--- config.mk ---
export PLATFORM = sky130hd
export DESIGN_NAME = bmp_ram
export DESIGN_NICKNAME = d
export VERILOG_FILES = /design/src/rtl/bmp_ram.sv
export SDC_FILE = /design/constraint.sdc
export NUM_CORES = 1
export LEC_CHECK = 0
export ABC_CLOCK_PERIOD_IN_PS = 3250
export BUFFER_PORTS_ARGS = -buffer_cell sky130_fd_sc_hd__buf_2
export CAP_MARGIN = 20
export CORE_MARGIN = 2
export CORE_UTILIZATION = 40
export CTS_BUF_LIST = sky130_fd_sc_hd__clkbuf_4 sky130_fd_sc_hd__clkbuf_8 sky130_fd_sc_hd__clkbuf_16
export CTS_CLUSTER_DIAMETER = 100
export DETAILED_ROUTE_END_ITERATION = 16
export SLEW_MARGIN = 10
export SYNTH_ARGS = -nofsm -noshare
export SYNTH_HDL_FRONTEND = slang
export SYNTH_SLANG_ARGS = --single-unit
export TNS_END_PERCENT = 10
--- constraint.sdc ---
create_clock -name clk -period 3.25 [get_ports clk]
set_clock_uncertainty 0.15 [all_clocks]
set_input_delay 0.975 -clock clk [delete_from_list [all_inputs] [get_ports clk]]
set_output_delay 0.975 -clock clk [all_outputs]
set_load 0.01 [all_outputs]
--- src/rtl/bmp_ram.sv ---
// Generic simple dual-port RAM: one write port, one read port with a
// registered read. No dependencies.
module bmp_ram #(
    parameter int WIDTH = 8,
    parameter int DEPTH = 16
) (
    input  logic                                       clk,
    input  logic                                       we,
    input  logic [((DEPTH > 1) ? $clog2(DEPTH) : 1)-1:0] waddr,
    input  logic [WIDTH-1:0]                           wdata,
    input  logic [((DEPTH > 1) ? $clog2(DEPTH) : 1)-1:0] raddr,
    output logic [WIDTH-1:0]                           rdata
);

    logic [WIDTH-1:0] mem [DEPTH];
    logic [WIDTH-1:0] rdata_reg;

    // Write port
    always_ff @(posedge clk)
    begin
        if (we)
        begin
            mem[waddr] <= wdata;
        end
    end

    // Registered read port
    always_ff @(posedge clk)
    begin
        rdata_reg <= mem[raddr];
    end

    assign rdata = rdata_reg;

endmodule

* After elaboration in Yosys (flattened, before gate mapping)
Memory sizes are Yosys's and may differ from the RTL's. A register that Yosys moved wholly into a read port is not among the register bits.
Cells that the tools add are included.
** Storage, ports and cells
- Memories kept :: 1
- Register bits after elaboration :: 0
- Logic and storage cells :: 3
- Memory bits (writable) :: 128
- Output and inout bits :: 8
- Bits of input ports :: 18
** Operators by class
- Multiplexer cells :: 2
** Memories
- mem :: depth 16, bits a word 8, read ports 1, clocked after memory_dff 1, wr ports 1, RTL line 15 : logic [WIDTH-1:0] mem [DEPTH];
** Operator list (count)
- 2-to-1 mux 1 bit :: 2

* Depth between registers and ports, before layout
Gate-level depths: netlist of the first run.
- Depth after elaboration :: 2
- Gate-level depth with buffers :: 5

* Least setup slack after synthesis of the first run
Ideal clock, no wire load.
- Kind :: input to register
- Start point :: input waddr[2] in the netlist's numbering
- End point :: memory mem[0][0] (enable)
- Buffers on the path :: 0
- Setup time :: 0.383 ns
- Data required time :: 2.717 ns
- Cell stages on the path :: 2
- Arrival time :: 2.085 ns
- Path slack :: 0.632 ns
- Cells stage by stage :: or3b_2 > nor3_1
** RTL lines
- from (decl) :: RTL line 9 : input logic [((DEPTH > 1) ? $clog2(DEPTH) : 1)-1:0] waddr,
- to (decl) :: RTL line 15
Straight into the memory's write port.

==> impl_summary.md, run 1 <==
Status
The run finished with clean final reports.

Synth
Multiplexer cells account for 15.0% of the synthesized area. The mapped netlist covers 0.00515 mm^2. The count of different cell masters after synthesis is 19. By area, the combinational part of the netlist is dominated by multiplexers. The synthesized netlist devotes 2.33% of its cell area to compound gates. The post-synthesis share of cell area spent on full adders, half adders and majority gates is 0%. The number of standard cells after synthesis is 229. The xor/xnor share of the synthesized area is 0%.

Dividing the synthesized area by the synthesized cell count gives 22.5 um^2. The total nets after synthesis is 247. For this run, the number of Yosys warnings is 0. The number of synthesized register bits is 136. The simple-gate share of the synthesized area is 3.18%. The proportion of synthesized chip area in sequential cells is 77.8%.

Critical path
Walking the worst path, the cells encountered are buf_2 -> buf_12 -> mux4_1 -> a22oi_1 -> nand2_1. STA classifies the critical path startpoint as an input port. The data arrival at the endpoint of the critical path is 2.37 ns. The highest-delay cell along the critical path is mux4_1. Of all nets on the critical path, the largest fanout is 32.

The endpoint kind of the worst setup timing path is a register. On the worst path, the slowest cell contributes a delay of 0.62 ns. The required time at the endpoint of the critical path is 3.39 ns.

The critical path contains buffers and inverters numbering 2 combined. The critical path is of the input port to register type. The cell family with the largest share of critical-path delay is multiplexers.

Layout
For this run, the share of the core covered by cells in the final layout is 48.8%. The number of diodes is 0. The library cells used most frequently in the layout, excluding fill and tap cells, are 128 x edfxtp_1, 25 x buf_2, 18 x mux4_2, 18 x buf_4, 17 x clkbuf_16. Leaving out fill and tap cells, the most frequent cell in the layout is edfxtp_1.

The post-synthesis to final-layout area growth is 19.1%. The register with the most flip-flops in the layout has 128 of them. At the end of the flow, the number of nets in the layout was 300.

The share of final-layout standard cells stronger than drive strength 1 is 31.2%.

Job
The number of max-cap violations is 0.

Detailed routing
The initial detailed-routing violation count is 229. In the routed layout, each cell is associated on average with a via count of 5.15. The wire length per cell after detailed routing is 21.1 um. The post-detailed-route count of antenna-violating nets is 0. The total number of vias is 2407. The final routed DRC violation total is 0.

Before antenna repair, the detailed router went through 5 iterations. Wires add up to 9850 um.

Pwr
Internal power comes to 0.00321 W. For this design the ratio of total power to cell area is 649 mW/mm^2. Summed over all cells, the static leakage comes to 2.09 nW.

For this design the total switching power over the nets is 0.000772 W. The clock network is responsible for 45.8% of the overall power. The share of total power dissipated in combinational logic is 4.6%. The relative contribution of sequential cells to total power is 49.6%. The switching share of power is 19.4%. Across the VDD grid, the largest voltage drop is 0.000320 V.

The overall power of the completed layout is 0.00398 W.

Clock tree
The clock tree synthesis step divided the H-tree into 4 levels. TritonCTS created 17 clock buffers. Gates resized during post-CTS repair numbered 0. The clock tree buffer depth is 2. TritonCTS built the clock tree. The hold buffer count at CTS is 0. The root buffer selected by CTS is clkbuf_16. At the later pin of the worst-skew pair, clock insertion delay measures 0.41 ns. The post-CTS repair timing setup buffer count is 0. The number of sinks driven by the clock tree is 136. After clock tree synthesis, the clock-pin slew on the worst setup and hold paths is 0.05 ns.

Die
The vertical extent of the die is 117 um. The die footprint is 0.0138 mm^2. The number of rows created at floorplan is 41.

The area inside the core boundary is 0.0126 mm^2. The horizontal die dimension is 117 um. Once the floorplan was initialized, standard cells occupied 41.0% of the core.

The count of boundary I/O pins is 26.

Placement
The worst setup slack after placement is 0.511 ns. The count of buffers inserted at the top-level ports is 25. The final HPWL from detailed placement is 6170 um. The placer's final routability congestion estimate is 0.727.

Global routing
The number of antenna violations at the first check in global routing is 0. The global-route wire length before repair is 15100 um. The residual overflow from global routing is 0.

The via count of the first global-routing pass is 2480. Entering global routing, the biggest net connects 33 pins. The total track usage is 15.3%.

Timing
The number of endpoints with negative hold slack in the final report came to 0. The worst max-slew margin expressed relative to the limit is 50.8%. The clock period minus final worst setup slack is 2.24 ns. The number of slew-limit violations in the final report is 0. Once routing completed, OpenROAD measured the worst setup slack at 1.01 ns. Setup repair after global routing left no endpoint under its margin. For the pin with the worst max-slew slack, the measured transition is 0.737 ns. Summed over all failing endpoints, the final setup total negative slack is 0 ns. Of the available clock period, the critical path in the final layout requires 68.8%. The count of final setup violators is 0. For this run, the top clock speed supported by timing is 447 MHz.

Min path
The tightest min-delay check is of the register to register type.
-- cell usage after synthesis (all sizes together) --
cell	count	area [um^2]
dfxtp	8	160
a22oi	16	120
nor2b	1	6.26
and2	1	6.26
and2b	1	7.51
or3b	1	8.76
buf	7	56.3
clkdlybuf4s25	3	30.0
nand3b	2	15.0
nor3	4	20.0
nand2b	2	12.5
edfxtp	128	3840
nand3	1	5.00
nand2	9	33.8
nor2	13	48.8
mux4	32	773
-- layout make-up --
cell class | count | area (um^2)
clock buffer | 21 | 468
fill | 1003 | 6440
clock inverter | 11 | 105
timing repair buffer | 44 | 280
sequential | 136 | 4000
multi-input combinational | 83 | 1060
tap | 172 | 215
-- path summary, 6_finish.rpt --
kind	startpoint	to	slack [ns]	depth (start not counted)
setup / recovery	raddr[0]	rdata[4]$_DFF_P_	1.01	5
hold / removal	mem[12][6]$_DFFE_PP_	rdata[6]$_DFF_P_	0.52	3
setup reg to reg	mem[9][4]$_DFFE_PP_	rdata[4]$_DFF_P_	1.68	3
hold reg to reg	mem[12][6]$_DFFE_PP_	rdata[6]$_DFF_P_	0.52	3
-- metal layers --
layer / global-route usage (%) / share of wire, % / up-vias
met5: 0 / 0 / -
met4: 6.10 / 1.7 / 0
met3: 4.82 / 5.0 / 17
met2: 23.8 / 49 / 62
met1: 20.2 / 45 / 1242
li1: - / - / 1086
-- per-stage QoR --
step                      hold slack [ns]  instance area [um^2]  cells
after global routing                0.550                  6130    467
final                               0.518                  6130    467
after detailed placement            0.509                  5560    435
after global placement              0.500                  5560    435
after floorplan                     0.479                  5150    229
after CTS                           0.518                  6130    467
-- kinds of logic (layout without fill, tap and decap cells) --
logic type / after synthesis / in the layout
buffers and inverters: 10 / 76
AO/OA/AOI/OAI: 16 / 16
flip-flops: 136 / 136
AND/OR/NAND/NOR: 35 / 35
multiplexers: 32 / 32
-- tightest hold or removal path, stage by stage (launching register included) --
cell and delay, ns:
edfxtp_1 0.31, mux4_2 0.22, a22oi_1 0.05, nand2_1 0.05
-- power by group through the flow --
stage	clock, W	combinational [W]	sequential (W)
finish	0.00182	0.000182	0.00197
global placement	0	0.000180	0.00201
detailed placement	0	0.000186	0.00201
floorplan	0	0.0000995	0.00201
global route	0.00193	0.000198	0.00198
CTS	0.00185	0.000186	0.00198
Note: power is estimated with default switching activity, not from simulation.
==> run 2: changes to the inputs <==
--- a/config.mk
+++ b/config.mk
@@ -5,7 +5,7 @@
 export SDC_FILE = /design/constraint.sdc
 export NUM_CORES = 1
 export LEC_CHECK = 0
-export ABC_CLOCK_PERIOD_IN_PS = 3250
+export ABC_CLOCK_PERIOD_IN_PS = 2200
 export BUFFER_PORTS_ARGS = -buffer_cell sky130_fd_sc_hd__buf_2
 export CAP_MARGIN = 20
 export CORE_MARGIN = 2
==> constraint.sdc (replaced) <==
create_clock -name clk -period 2.2 [get_ports clk]
set_clock_uncertainty 0.15 [all_clocks]
set_input_delay 0.66 -clock clk [delete_from_list [all_inputs] [get_ports clk]]
set_output_delay 0.66 -clock clk [all_outputs]
set_load 0.01 [all_outputs]
==> impl_summary.md, run 2 (synthesis results as in run 1) <==
Status
The run finished with clean final reports.

Global routing
The number of antenna violations at the first check in global routing is 0 (unchanged). The total track usage came to 14.9% (-0.41 points). The maximum number of pins on one net before global-route repair was 21 (-36%). The global-route wire length before repair came to 14700 um (-2.3%). The via count of the first global-routing pass is 2529 (+2.0%). The residual overflow from global routing is 0 (unchanged).

Critical path
In this run the critical register-to-register path is launched from mem[4][1]$_DFFE_PP_. The largest fanout on the critical path is 17 (-47%). The number of cells traversed by the worst register-to-register path is 3 (unchanged). The data arrival at the endpoint of the critical path is 1.95 ns (-0.42 ns). The worst setup path is captured at a register.

STA classifies the critical path startpoint as an input port. The required time at the endpoint of the critical path is 2.33 ns (-1.06 ns). The highest-delay cell along the critical path is mux4_1. The critical path is of the input port to register type. The kind of cell with the highest combined delay along the critical path is multiplexers. The signal on the critical path passes through buf_2 -> buf_12 -> mux4_1 -> a22oi_1 -> nand2_1. The delay of the slowest cell on the worst path was 0.61 ns (about the same). In this run the critical register-to-register path is captured at rdata[1]$_DFF_P_. The worst-case register-to-register setup slack came to 0.70 ns (-0.98 ns). The worst path buffer plus inverter count is 2 (unchanged).

Timing
The final period utilization is 82.6%. The number of slew-limit violations in the final report was 0 (unchanged). The worst max-slew margin expressed relative to the limit was 52.4% (+1.7 points). The number of endpoints with negative hold slack in the final report is 0 (unchanged). The final setup TNS is 0 ns (unchanged). Setup repair after global routing left no endpoint under its margin. The clock period could shrink to 1.82 ns. The slew at the pin with the worst max-slew slack came to 0.711 ns (-0.0260 ns). The highest achievable clock rate is 550 MHz. The count of final setup violators was 0 (unchanged).

Min path
The end of the worst hold path is mem[6][0]$_DFFE_PP_. The worst hold path depth came to 1 (-2). In this run the most critical hold path is launched from wdata[0]. The class of the tightest hold or removal check is input port to register.

Layout
The number of diodes is 0 (unchanged). The filler cell count in the final layout is 1042 (+3.9%). The number of flip-flops under the largest register name is 128 (unchanged).

The share of final-layout standard cells stronger than drive strength 1 came to 33.4% (+2.3 points). The library cell used most frequently in the layout, excluding fill and tap cells, is edfxtp_1. Leaving out fill and tap cells, the most frequent cells in the layout are 128 x edfxtp_1, 25 x buf_2, 19 x buf_4. The post-synthesis to final-layout area growth is 21.0%. The final net count is 304 (+1.3%).

The final non-filler cell total is 471 (+0.86%). The final non-filler cell area is 0.00623 mm^2 (+1.6%). The final design utilization was 49.5% (+0.77 points).

Clock tree
The hold buffer count at CTS came to 0 (unchanged). The clock tree buffer depth was 2 (unchanged). TritonCTS built the clock tree.

The CTS clock-pin slew for the worst setup and hold paths is 0.05 ns (about the same). The later-pin clock latency in the skew report is 0.41 ns (about the same). The number of sinks driven by the clock tree is 136 (unchanged). The root buffer selected by CTS is clkbuf_16. The post-CTS repair timing setup buffer count was 0 (unchanged). The number of buffers created by CTS came to 17 (unchanged).

The number of H-tree levels is 4 (unchanged). The post-CTS resize count is 0 (unchanged).

Pwr
The relative contribution of sequential cells to total power is 49.0% (-0.6 points). The combinational fraction of design power is 4.7% (about the same). The largest voltage drop on the vdd net is 0.000510 V (+59%). The internal portion of total power is 0.00484 W (+51%). The switching power summed over all nets is 0.00111 W (+44%). The clock group share of total power is 46.3% (+0.5 points). The power density normalized to cell area came to 956 mW/mm^2 (+47%). The switching share of power came to 18.7% (-0.69 points).

The leakage component of the power is 2.14 nW (+2.4%).

Die
The area inside the core boundary was 0.0126 mm^2 (unchanged). The die footprint is 0.0138 mm^2 (unchanged). The vertical extent of the die is 117 um (unchanged). The count of boundary I/O pins is 26 (unchanged). The starting density of the core is 41.0% (unchanged). The horizontal die dimension is 117 um (unchanged). The number of rows created at floorplan is 41 (unchanged).

Detailed routing
The number of vias per cell after detailed routing is 5.03 (-2.4%). The total number of vias came to 2369 (-1.6%). The initial detailed-routing violation count was 256 (+12%).

The final routed DRC violation total is 0 (unchanged). The number of detailed-route iterations in the first pass was 4 (-1). The wire length reported by the detailed router is 9450 um (-4.1%).

The post-detailed-route count of antenna-violating nets is 0 (unchanged). The wire length per cell after detailed routing is 20.1 um (-4.9%).

Placement
The post-place instance area is 0.00563 mm^2 (+1.3%). The count of buffers inserted at the top-level ports is 25 (unchanged). The cell count after placement is 439 (+0.92%). The placer's final routability congestion estimate was 0.727 (about the same).

The final HPWL from detailed placement is 6370 um (+3.3%).

Job
The number of max-cap violations is 0 (unchanged).
## run 2: cell types whose count changed in the layout (fill, tap and decap cells not counted), sizes merged
cell / before / now
buf: 44 / 48
clkbuf: 21 / 23
clkinv: 9 / 7
## run 2: final cells by class
type                    instances  area [um^2]  share of cell area, %
clock inverters                 9         95.1                   1.53
clock buffers                  23          502                   8.06
multi-input cells              83         1060                   17.1
flip-flops and latches        136         4000                   64.3
repair buffers                 48          348                   5.59
well taps                     172          215                   3.46
## run 2: worst register-to-register path: stages (launching register included)
cell and delay (ns):
edfxtp_1 0.35, mux4_1 0.54, a22oi_1 0.26, nand2_1 0.08
## run 2: worst max path at each step
| stage | to | start | slack [ns] | cells past startpoint |
|---|---|---|---|---|
| 2_1_floorplan | mem[3][0]$_DFFE_PP_ | waddr[2] | 0.12 | 2 |
| 3_3_place_gp | rdata[2]$_DFF_P_ | raddr[0] | -0.03 | 5 |
| 3_5_place_dp | rdata[1]$_DFF_P_ | raddr[0] | -0.03 | 5 |
| 4_1_cts | rdata[1]$_DFF_P_ | raddr[0] | 0.41 | 5 |
| 5_1_grt | rdata[3]$_DFF_P_ | raddr[0] | 0.34 | 5 |
| 6_report | rdata[1]$_DFF_P_ | raddr[0] | 0.38 | 5 |
## run 2: metal layers
| layer | routed length (um) | track usage [%] |
|---|---|---|
| met1 | 4250 | 19.4 |
| met5 | 0 | 0 |
| met4 | 101 | 6.25 |
| met3 | 385 | 4.62 |
| met2 | 4720 | 23.4 |
## run 2: power groups by stage
stage | Clock [W] | Sequential, W | Combinational (W)
after floorplan | 0 | 0.00297 | 0.000147
after global placement | 0 | 0.00297 | 0.000281
after detailed placement | 0 | 0.00297 | 0.000286
after CTS | 0.00281 | 0.00292 | 0.000286
after global routing | 0.00294 | 0.00292 | 0.000307
final | 0.00275 | 0.00292 | 0.000280
## run 2: stage by stage
stage	setup slack [ns]	hold slack [ns]	total power (W)
5_1_grt	0.342	0.491	0.00617
6_report	0.383	0.493	0.00595
2_1_floorplan	0.124	0.479	0.00312
4_1_cts	0.405	0.480	0.00601
3_3_place_gp	-0.0282	0.500	0.00325
3_5_place_dp	-0.0268	0.505	0.00326
==> run 3: changes to the inputs <==
--- a/config.mk
+++ b/config.mk
@@ -5,7 +5,7 @@
 export SDC_FILE = /design/constraint.sdc
 export NUM_CORES = 1
 export LEC_CHECK = 0
-export ABC_CLOCK_PERIOD_IN_PS = 2200
+export ABC_CLOCK_PERIOD_IN_PS = 1500
 export BUFFER_PORTS_ARGS = -buffer_cell sky130_fd_sc_hd__buf_2
 export CAP_MARGIN = 20
 export CORE_MARGIN = 2
==> constraint.sdc (replaced) <==
create_clock -name clk -period 1.5 [get_ports clk]
set_clock_uncertainty 0.15 [all_clocks]
set_input_delay 0.45 -clock clk [delete_from_list [all_inputs] [get_ports clk]]
set_output_delay 0.45 -clock clk [all_outputs]
set_load 0.01 [all_outputs]
==> impl_summary.md, run 3 (synthesis results as in run 1) <==
Clock tree
TritonCTS built the clock tree. The number of sinks driven by the clock tree came to 136 (unchanged). The number of H-tree levels is 4 (unchanged). The later-pin clock latency in the skew report is 0.41 ns (about the same). The CTS clock-pin slew for the worst setup and hold paths is 0.05 ns (about the same). The clock tree buffer depth is 2 (unchanged). The number of buffers created by CTS is 17 (unchanged). CTS placed an instance of clkbuf_16 at the clock tree root. The hold buffer count at CTS came to 0 (unchanged).

Critical path
The number of cells traversed by the worst register-to-register path is 3 (unchanged). Grouping stages by cell kind, the critical path spends the most delay in flip-flops. The required time at the endpoint of the critical path was 0.90 ns (-1.43 ns). The cell count along the critical path is 1 (-4). The endpoint kind of the worst setup timing path is a primary output. The signal on the critical path passes through buf_6. The startpoint kind of the worst setup timing path is a register. The critical path in this run is classified as register to primary output. The highest-delay cell along the critical path is dfxtp_2. The worst path buffer plus inverter count is 1 (-1). The data arrival at the endpoint of the critical path is 0.86 ns (-1.09 ns). The largest fanout on the critical path is 1 (-16). The delay of the slowest cell on the worst path came to 0.34 ns (-0.27 ns).

Job
The number of max-cap violations was 0 (unchanged).

Layout
The final non-filler cell area is 0.00640 mm^2 (+2.8%). The final design utilization was 50.9% (+1.4 points). The number of diodes came to 0 (unchanged). The number of flip-flops under the largest register name is 128 (unchanged). The top cell types in the final layout, fill and taps aside, are 128 x edfxtp_1, 30 x mux4_2, 23 x buf_2. The share of final-layout standard cells stronger than drive strength 1 came to 43.9% (+10 points).

The most frequent standard cell in the layout excluding fill and tap cells is edfxtp_1. The post-synthesis to final-layout area growth is 24.3%. The final net count is 315 (+3.6%). The filler cell count in the final layout is 1017 (-2.4%).

Die
The vertical extent of the die is 117 um (unchanged). The horizontal die dimension was 117 um (unchanged). The starting density of the core is 41.0% (unchanged).

The die footprint came to 0.0138 mm^2 (unchanged). The count of boundary I/O pins is 26 (unchanged). The area inside the core boundary is 0.0126 mm^2 (unchanged). The number of rows created at floorplan is 41 (unchanged).

Placement
The placer's final routability congestion estimate is 0.705 (-3.1%). The worst setup slack after placement is -0.530 ns (-0.503 ns). The final HPWL from detailed placement is 6350 um (-0.31%). The count of buffers inserted at the top-level ports is 25 (unchanged).

The post-place instance area is 0.00573 mm^2 (+1.8%).

Detailed routing
The initial detailed-routing violation count is 224 (-13%). The final routed DRC violation total is 0 (unchanged). The number of detailed-route iterations in the first pass is 4 (unchanged). The wire length per cell after detailed routing is 20.9 um (+4.2%). The number of vias per cell after detailed routing is 5.08 (+0.98%). The wire length reported by the detailed router came to 10100 um (+6.7%). The total number of vias is 2448 (+3.3%). The post-detailed-route count of antenna-violating nets is 0 (unchanged).

Global routing
The maximum number of pins on one net before global-route repair is 20 (-4.8%). The number of antenna violations at the first check in global routing is 0 (unchanged). The total track usage was 15.5% (+0.59 points).

The global-route wire length before repair came to 15100 um (+2.8%). The residual overflow from global routing came to 0 (unchanged). The via count of the first global-routing pass is 2520 (-0.36%).

Timing
In the finished design, the share of the clock period the worst path needs comes to 97.3%. Setup repair after global routing left no endpoint under its margin. The final setup TNS was 0 ns (unchanged). Counting I/O delays and the setup requirement, the final critical path takes 1.46 ns.

The count of final setup violators is 0 (unchanged). The number of endpoints with negative hold slack in the final report is 0 (unchanged). The final worst setup slack is 0.0402 ns (-0.343 ns). The number of slew-limit violations in the final report is 0 (unchanged). The worst max-slew margin expressed relative to the limit is 45.8% (-6.7 points). The highest achievable clock rate is 685 MHz. The slew at the pin with the worst max-slew slack was 0.811 ns (+0.100 ns).

The worst hold slack was 0.275 ns (-0.218 ns).

Min path
The min-delay analysis places its worst path in the category input port to register. The worst hold path depth is 1 (unchanged).

Pwr
The leakage component of the power came to 2.17 nW (+1.4%). The largest voltage drop on the vdd net is 0.000768 V (+51%). The power density normalized to cell area is 1340 mW/mm^2 (+40%).

Status
The run finished with clean final reports.
run 3: cell type report:
type / instances / area (um^2) / share of cell area (%)
multi-input combinational: 83 / 1080 / 16.9
sequential: 136 / 4010 / 62.6
timing repair buffer: 59 / 544 / 8.51
clock buffer: 29 / 541 / 8.45
tap: 172 / 215 / 3.36
clock inverter: 3 / 13.8 / 0.215
run 3: what timing repair did:
item                       in CTS  in global routing
gates resized for setup        10                  5
cloned                          0                  3
pin swaps                       0                  1
setup endpoints to repair       8                  8
setup buffers                   0                  1
run 3: through the flow:
step / total power (W) / cells
floorplan: 0.00459 / 229
global placement: 0.00479 / 446
detailed placement: 0.00480 / 446
CTS: 0.00864 / 478
global route: 0.00886 / 482
finish: 0.00857 / 482
run 3: report_power, final:
group / internal (W) / switching [W] / total, W
Sequential: 0.00425 / 0.0000223 / 0.00428
Clock: 0.00242 / 0.00139 / 0.00381
Combinational: 0.000232 / 0.000256 / 0.000489
run 3: final timing paths:
kind	from	to	slack, ns
setup / recovery	rdata[1]$_DFF_P_	rdata[1]	0.04
setup reg to reg	mem[3][7]$_DFFE_PP_	rdata[7]$_DFF_P_	0.08
hold / removal	wdata[2]	mem[9][2]$_DFFE_PP_	0.28
hold reg to reg	mem[15][1]$_DFFE_PP_	rdata[1]$_DFF_P_	0.52
run 3: per-layer routing:
layer | up-vias | track usage [%] | routed length (um) | share of wire, %
li1 | 1099 | - | - | -
met1 | 1272 | 21.0 | 4580 | 45
met5 | - | 0 | 0 | 0
met3 | 19 | 4.67 | 355 | 3.5
met2 | 58 | 23.0 | 4970 | 49
met4 | 0 | 7.45 | 176 | 1.7
